$ cat src/p2pcc_pkg.sv
`default_nettype none
package p2pcc_pkg;

  // width of the modulo unit operand (24-bit sum plus carry)
  localparam int MOD_W = 25;

  // planar buffer geometry
  localparam int PLANAR_AW = 11;
  localparam int PLANAR_DEPTH = 2048;
  localparam logic [PLANAR_AW-1:0] PLANAR_MASK = 11'h7ff;

  // colour depth codes
  localparam logic [1:0] CB_8BPP = 2'd0;
  localparam logic [1:0] CB_4BPP = 2'd1;
  localparam logic [1:0] CB_2BPP = 2'd2;

  // register indexes
  localparam logic [1:0] CFG_COLOR_DEPTH = 2'd0;
  localparam logic [1:0] CFG_CHARS_LOG2 = 2'd1;
  localparam logic [1:0] CFG_SOURCE_BASE = 2'd2;
  localparam logic [1:0] CFG_DEST_BASE = 2'd3;

  // command codes
  localparam logic CMD_WRITE = 1'b0;
  localparam logic CMD_READ = 1'b1;

  typedef enum logic [3:0] {
    S_CLEAR,
    S_IDLE,
    S_WMOD,
    S_OMOD,
    S_RMOD,
    S_FETCH,
    S_PLANE,
    S_PREAD,
    S_PDATA
  } state_t;

  typedef struct packed {
    logic start;
    logic [MOD_W-1:0] value;
  } mod_req_t;

  typedef struct packed {
    logic done;
    logic [MOD_W-1:0] rem;
  } mod_rsp_t;

  // code three behaves as 2 bpp
  function automatic logic [1:0] depth_clamp(input logic [1:0] code);
    logic [1:0] r;
    r = (code == CB_8BPP || code == CB_4BPP) ? code : CB_2BPP;
    return r;
  endfunction

  // byte offset mask inside one character
  function automatic logic [5:0] char_mask(input logic [1:0] cb);
    logic [5:0] r;
    case (cb)
      CB_8BPP: r = 6'h3f;
      CB_4BPP: r = 6'h1f;
      default: r = 6'h0f;
    endcase
    return r;
  endfunction

  // gather one bitplane out of a packed row, leftmost pixel in bit 7
  function automatic logic [7:0] plane_byte(input logic [63:0] bits, input logic [2:0] p,
                                            input logic [1:0] cb);
    logic [7:0] r;
    r = '0;
    for (int x = 0; x < 8; x++) begin
      case (cb)
        CB_8BPP: r[7-x] = bits[x*8 + int'(p)];
        CB_4BPP: r[7-x] = bits[x*4 + int'(p[1:0])];
        default: r[7-x] = bits[x*2 + int'(p[0])];
      endcase
    end
    return r;
  endfunction

endpackage
`default_nettype wire

$ cat src/p2pcc_mod.sv
`default_nettype none
module p2pcc_mod #(
  parameter int DIVISOR = 16384
) (
  input  logic                 clk,
  input  logic                 rst,
  input  p2pcc_pkg::mod_req_t  req,
  output p2pcc_pkg::mod_rsp_t  rsp
);
  import p2pcc_pkg::*;

  // remainder by reciprocal multiplication: the quotient estimate is exact or one short,
  // so one compare and subtract finishes the pass
  localparam longint unsigned RECIP = (longint'(1) << MOD_W) / longint'(DIVISOR);
  localparam int RW = $clog2(RECIP + 1);
  localparam logic [RW-1:0] RECIP_V = RW'(RECIP);
  localparam logic [MOD_W-1:0] DIV_V = MOD_W'(DIVISOR);

  logic [MOD_W-1:0] v;
  logic [RW-1:0] q;
  logic [MOD_W-1:0] qd;
  logic [2:0] stage;
  logic done;
  logic [MOD_W+RW-1:0] prod;
  logic [MOD_W-1:0] diff;

  // quotient estimate and uncorrected remainder
  assign prod = (MOD_W+RW)'(v) * (MOD_W+RW)'(RECIP_V);
  assign diff = v - qd;

  // three-stage sequencer, done pulses once the remainder is in place
  always_ff @(posedge clk) begin
    if (rst) begin
      stage <= '0;
      done <= 1'b0;
    end else begin
      done <= stage[2];
      stage <= {stage[1:0], req.start};
    end
  end

  // estimate, multiply back, subtract and correct
  always_ff @(posedge clk) begin
    if (req.start) begin
      v <= req.value;
    end else if (stage[2]) begin
      v <= (diff >= DIV_V) ? diff - DIV_V : diff;
    end
    if (stage[0]) q <= prod[MOD_W +: RW];
    if (stage[1]) qd <= MOD_W'(q) * DIV_V;
  end

  assign rsp.done = done;
  assign rsp.rem = v;

endmodule
`default_nettype wire

$ cat config.mk
export PLATFORM = sky130hd
export DESIGN_NAME = p2pcc_mod
export DESIGN_NICKNAME = d
export VERILOG_FILES = /design/src/p2pcc_pkg.sv /design/src/p2pcc_mod.sv
export SDC_FILE = /design/constraint.sdc
export NUM_CORES = 1
export LEC_CHECK = 0
export ABC_AREA = 1
export BUFFER_PORTS_ARGS = -buffer_cell sky130_fd_sc_hd__clkbuf_2
export CAP_MARGIN = 20
export CORE_MARGIN = 2
export CORE_UTILIZATION = 30
export CTS_CLUSTER_DIAMETER = 120
export DETAILED_ROUTE_END_ITERATION = 8
export PLACE_DENSITY_LB_ADDON = 0.3
export SETUP_SLACK_MARGIN = 0.4
export SLEW_MARGIN = 20
export SYNTH_ARGS = -nofsm -noshare
export SYNTH_HDL_FRONTEND = slang
export SYNTH_SLANG_ARGS = --single-unit
$ cat constraint.sdc
create_clock -name clk -period 3.2 [get_ports clk]
set_input_delay 0.48 -clock clk [delete_from_list [all_inputs] [get_ports clk]]
set_output_delay 0.48 -clock clk [all_outputs]
set_load 0.05 [all_outputs]
### Yosys cells after proc, flatten, opt, wreduce, memory -nomap -nowiden

Index checks and enable logic that the tools add are counted.

| storage, ports and cells | value |
|---|---|
| bits in registers | 51 |
| bits of input ports | 28 |
| output and inout port bits | 26 |
| logic and storage cells | 12 |

| cells by class | value |
|---|---|
| add/sub/neg operators | 2 |
| magnitude comparators | 1 |
| mux-type cells | 3 |
| reductions and logical operators | 1 |

Operators with widths:

| kind | count |
|---|---|
| $mux W25 | 3 |
| $ge A25 B15 Y1 const B | 1 |
| $sub A25 B15 Y25 const B | 1 |
| $sub A25 B25 Y25 | 1 |
| $reduce_bool A2 Y1 | 1 |

### Depth between registers and ports, before layout

| depth | value |
|---|---|
| word-level depth | 5 |
| depth in mapped cells | 18 |
| mapped depth without buffers | 17 |

### Worst setup path after synthesis

No wires, ideal clock.

| timing | value |
|---|---|
| kind | register to register |
| start | register v[14] |
| end | register v[14] (data pin) |
| setup time | 0.253 ns |
| arrival time | 2.392 ns |
| data required time | 2.947 ns |
| slack | 0.555 ns |
| cell stages (with the launch flop) | 19 |
| buffers on the path | 1 |
| clock period less this slack | 2.645 ns |
| cells stage by stage | edfxtp_1 inv_1 ha_1 fa_1 inv_1 nand2_1 nand2_1 nand3_1 nand2_1 nand2_1 nand2_2 nand2_1 inv_1 nand3_1 nor2_1 nand2_1 buf_6 nand3_1 nand2_1 |

| between the ends | value |
|---|---|
| word-level cells in the longest chain between the ends | 5 |
| elaborated cells between the ends (all ways) | 6 |
| those cells by class | add/sub: 2; order compare: 1; mux: 3 |

Ends and longest elaborated chain:

| what | RTL line | RTL |
|---|---|---|
| from (decl) | p2pcc_mod.sv:19 | `logic [MOD_W-1:0] v;` |
| from (signal assigned) | p2pcc_mod.sv:45 | `v <= req.value;` |
| from (signal assigned) | p2pcc_mod.sv:47 | `v <= (diff >= DIV_V) ? diff - DIV_V : diff;` |
| $sub A25 B25 Y25 * | p2pcc_mod.sv:29 | `assign diff = v - qd;` |
| $sub A25 B15 Y25 / $ge A25 B15 Y1 (equally long branches) | p2pcc_mod.sv:47 |  |
| $mux W25 * | p2pcc_mod.sv:47 |  |
| $mux W25 * | p2pcc_mod.sv:46 | `end else if (stage[2]) begin` |
| $mux W25 * | p2pcc_mod.sv:44 | `if (req.start) begin` |

Mark *: on every way between the ends. The rest lies on a longest branch, timed or not. The select of a mux whose other input is x is not followed.
A chain may end at the register's enable or synchronous reset.

### Worst setup path after layout

| timing | value |
|---|---|
| start | register v[14] |
| end | register v[19] (data pin) |

Same word-level chain as after synthesis.

==> flow_metrics.env <==
export IMPL_yosysMostFrequentCell="nand2_1"
export IMPL_fin_hold_ws_ns=0.374
export IMPL_drive_gt1_frac=0.215
export IMPL_yosys_warnings=0
export IMPL_critPathMaxFanout=5
export IMPL_status="completed"
export IMPL_async_reset_ff_frac=0
export IMPL_cp_end_kind="register"
export IMPL_met1_usage=0.161
export IMPL_critPathKind="reg2reg"
export IMPL_htreeDepth=2
export IMPL_cpMostUsedCell="nand2_1"
export IMPL_power_leakage_uw=0.00161
export IMPL_p_comb_frac=0.307
export IMPL_finalSetupTns_ns=0
export IMPL_nets=412
export IMPL_synth_edff_count=47
export IMPL_final_core_util=0.357
export IMPL_grt_pass1_vias=2117
export IMPL_grt_busiest_layer="met2"
export IMPL_clkTransAtPathRegs_ns=0.09
export IMPL_grt_first_pass_wirelength_um=9940
export IMPL_drt_iter0_drc=93
export IMPL_powerDensity_nw_per_um2=527
export IMPL_timing_final_crit_share=0.803
export IMPL_grt_usage=0.126
export IMPL_num_rows=35
export IMPL_place_gp_congestion=0.863
export IMPL_core_region_area_um2=9150
export IMPL_critical_path_cell_chain="inv_1 -> ha_1 -> fa_2 -> inv_1 -> nand2_1 -> nand2_1 -> nand3_1 -> nand2_1 -> nand2_1 -> nand2_2 -> nand3_1 -> nor2_2 -> nand4_1 -> nand2_2 -> nand3_1 -> nand2_1"
export IMPL_hp_class="in2reg"
export IMPL_required_ns=3.38
export IMPL_synthFlopType="edfxtp_1"
export IMPL_syn_avg_cell_area_um2=8.87
export IMPL_synth_cells=315
export IMPL_synth_seq_cells=51
export IMPL_ant_nets=0
export IMPL_synth_mux_area_frac=0
export IMPL_rsz0062_at_grt="no"
export IMPL_switching_share=0.359
export IMPL_synth_fp_nets=356
export IMPL_yosysTopAreaCellShare=0.505
export IMPL_insertion_delay_ns=0.31
export IMPL_gr_usage_met3=0.0347
export IMPL_synth_simple_area_share=0.271
export IMPL_synth_xor_area_frac=0.0282
export IMPL_grt_overflow=0
export IMPL_clock_sinks=51
export IMPL_skew_ns=0.00869
export IMPL_synthTopCellsByCount="101 x nand2_1, 58 x inv_1, 47 x edfxtp_1"
export IMPL_pwr_share_seq=0.480
export IMPL_cts_buffers=5
export IMPL_clock_path_buffers=2
export IMPL_pre_cts_slack_ns=0.466
export IMPL_ys_seq_area_frac=0.534
export IMPL_clock_power_share=0.213
export IMPL_vias=2148
export IMPL_setup_violations_final=0
export IMPL_die_area_um2=10100
export IMPL_fmax_ghz=0.389
export IMPL_dr_pass1_iters=4
export IMPL_antenna_found_initial=0
export IMPL_synth_top_cell_by_area="edfxtp_1"
export IMPL_initial_core_util=0.305
export IMPL_dp_cells=473
export IMPL_ir_drop_mv=0.197
export IMPL_clockRootBuffer="clkbuf_8"
export IMPL_pin_count=54
export IMPL_grt_max_degree=40
export IMPL_area_growth_pct=17.0
export IMPL_power_switching_uw=618
export IMPL_vias_per_cell=4.45
export IMPL_drv_slew=0
export IMPL_cts_tree="yes"
export IMPL_fp_dieH_um=101
export IMPL_cp_start_kind="register"
export IMPL_fp_dieW_um=101
export IMPL_wl_per_cell_um=12.8
export IMPL_hpwl_um=4710
export IMPL_mappedNetlistArea_um2=2800
export IMPL_post_route_min_period_ns=2.57
export IMPL_slowest_stage="edfxtp_1"
export IMPL_synthTopCellsByArea="edfxtp_1 50%, nand2_1 14%, inv_1 7.8%, ha_1 5.4%, nand3_1 5.0%"
export IMPL_hold_viol=0
export IMPL_instances_no_fill=483
export IMPL_synth_distinct_cells=21
export IMPL_maxCapViolations=0
export IMPL_wirelength_um=6180
export IMPL_synth_fa_ha_area_frac=0.0609
export IMPL_crit_path_max_incr_delay_ns=0.37
export IMPL_synth_top_family_by_area="simple AND/OR/NAND/NOR gates"
export IMPL_drc_errors=0
export IMPL_grt_util_met2=0.213
export IMPL_worst_pin_slew_ns=0.633
export IMPL_synth_compound_area_frac=0.0112
export IMPL_io_buffers=53
export IMPL_diodes=0
export IMPL_slew_headroom=0.577
export IMPL_crit_arrival_ns=2.75
export IMPL_internal_power_uw=1100
export IMPL_finalWorstSetupSlack_ns=0.630
-- through the flow --
| stage | cell area, um^2 | total power [uW] |
|---|---|---|
| 2_1_floorplan | 2800 | 1240 |
| 3_3_place_gp | 3160 | 1360 |
| 3_5_place_dp | 3160 | 1370 |
| 4_1_cts | 3240 | 1740 |
| 5_1_grt | 3270 | 1830 |
| 6_report | 3270 | 1720 |
-- final timing paths --
path	startpoint	slack (ns)	endpoint	cells past startpoint
setup / recovery	v[14]$_DFFE_PN_	0.63	v[19]$_DFFE_PN_	16
hold reg to reg	q[1]$_DFFE_PP_	0.43	qd[15]$_DFFE_PP_	0
hold / removal	rst	0.37	done$_SDFF_PP0_	2
setup reg to reg	v[14]$_DFFE_PN_	0.63	v[19]$_DFFE_PN_	16
-- cell type report --
type,instances,area [um^2]
Clock buffer,7,76.3
Sequential cell,51,1490
Multi-Input combinational cell,200,1060
Inverter,58,218
Fill cell,970,5880
Tap cell,111,139
Timing Repair Buffer,55,280
Clock inverter,1,5.00
-- layer usage --
metal / wire length, um / part of all wire
met5: 0 / 0
met4: 61 / 0.0099
met3: 358 / 0.058
met2: 3010 / 0.49
met1: 2750 / 0.45
-- critical path, delay by kind of cell (launching register included) --
family | cells | cell delay [ns]
buf+inv | 2 | 0.16
flops | 1 | 0.37
fa+ha+maj | 2 | 0.60
simple gates | 12 | 1.30
-- placed cells by master (no fill, tap or decap), drive strengths merged --
master | Yosys | layout
nand2 | 108 | 109
clkbuf | 3 | 60
inv | 58 | 58
edfxtp | 47 | 47
nand3 | 31 | 31
nor2 | 24 | 24
ha | 12 | 12
nand4 | 6 | 6
xor2 | 5 | 5
xnor2 | 4 | 4
dfxtp | 4 | 4
a21oi | 4 | 4
nor4 | 3 | 3
buf | 4 | 2
nand3b | 1 | 1
fa | 1 | 1
clkinv | 0 | 1
-- registers in the layout, summed over array words and instances, names as in the netlist --
name   cells
q         11
qd        11
stage      3
v         25
done       1
-- cell families (layout without fill, tap and decap cells) --
logic type               count (synthesis)  after routing
AO/OA/AOI/OAI                            4              4
AND/OR/NAND/NOR                        173            174
buffers and inverters                   65            121
adder cells (fa/ha/maj)                 13             13
XOR/XNOR                                 9              9
flip-flops                              51             51
-- power groups by stage --
stage          sequential (uW)  clock (uW)  combinational [uW]
6_report                   826         368                 529
5_1_grt                    834         407                 587
4_1_cts                    828         382                 528
3_5_place_dp               844           0                 525
3_3_place_gp               840           0                 518
2_1_floorplan              944           0                 294
-- what timing repair did --
action / in CTS / in global routing
setup endpoints to repair: 0 / 11
gates resized for setup: 0 / 5
endpoints found under the hold margin: 0 / 0
setup buffers: 0 / 1
hold buffers: 0 / 0
(Power assumes the default switching activity.)
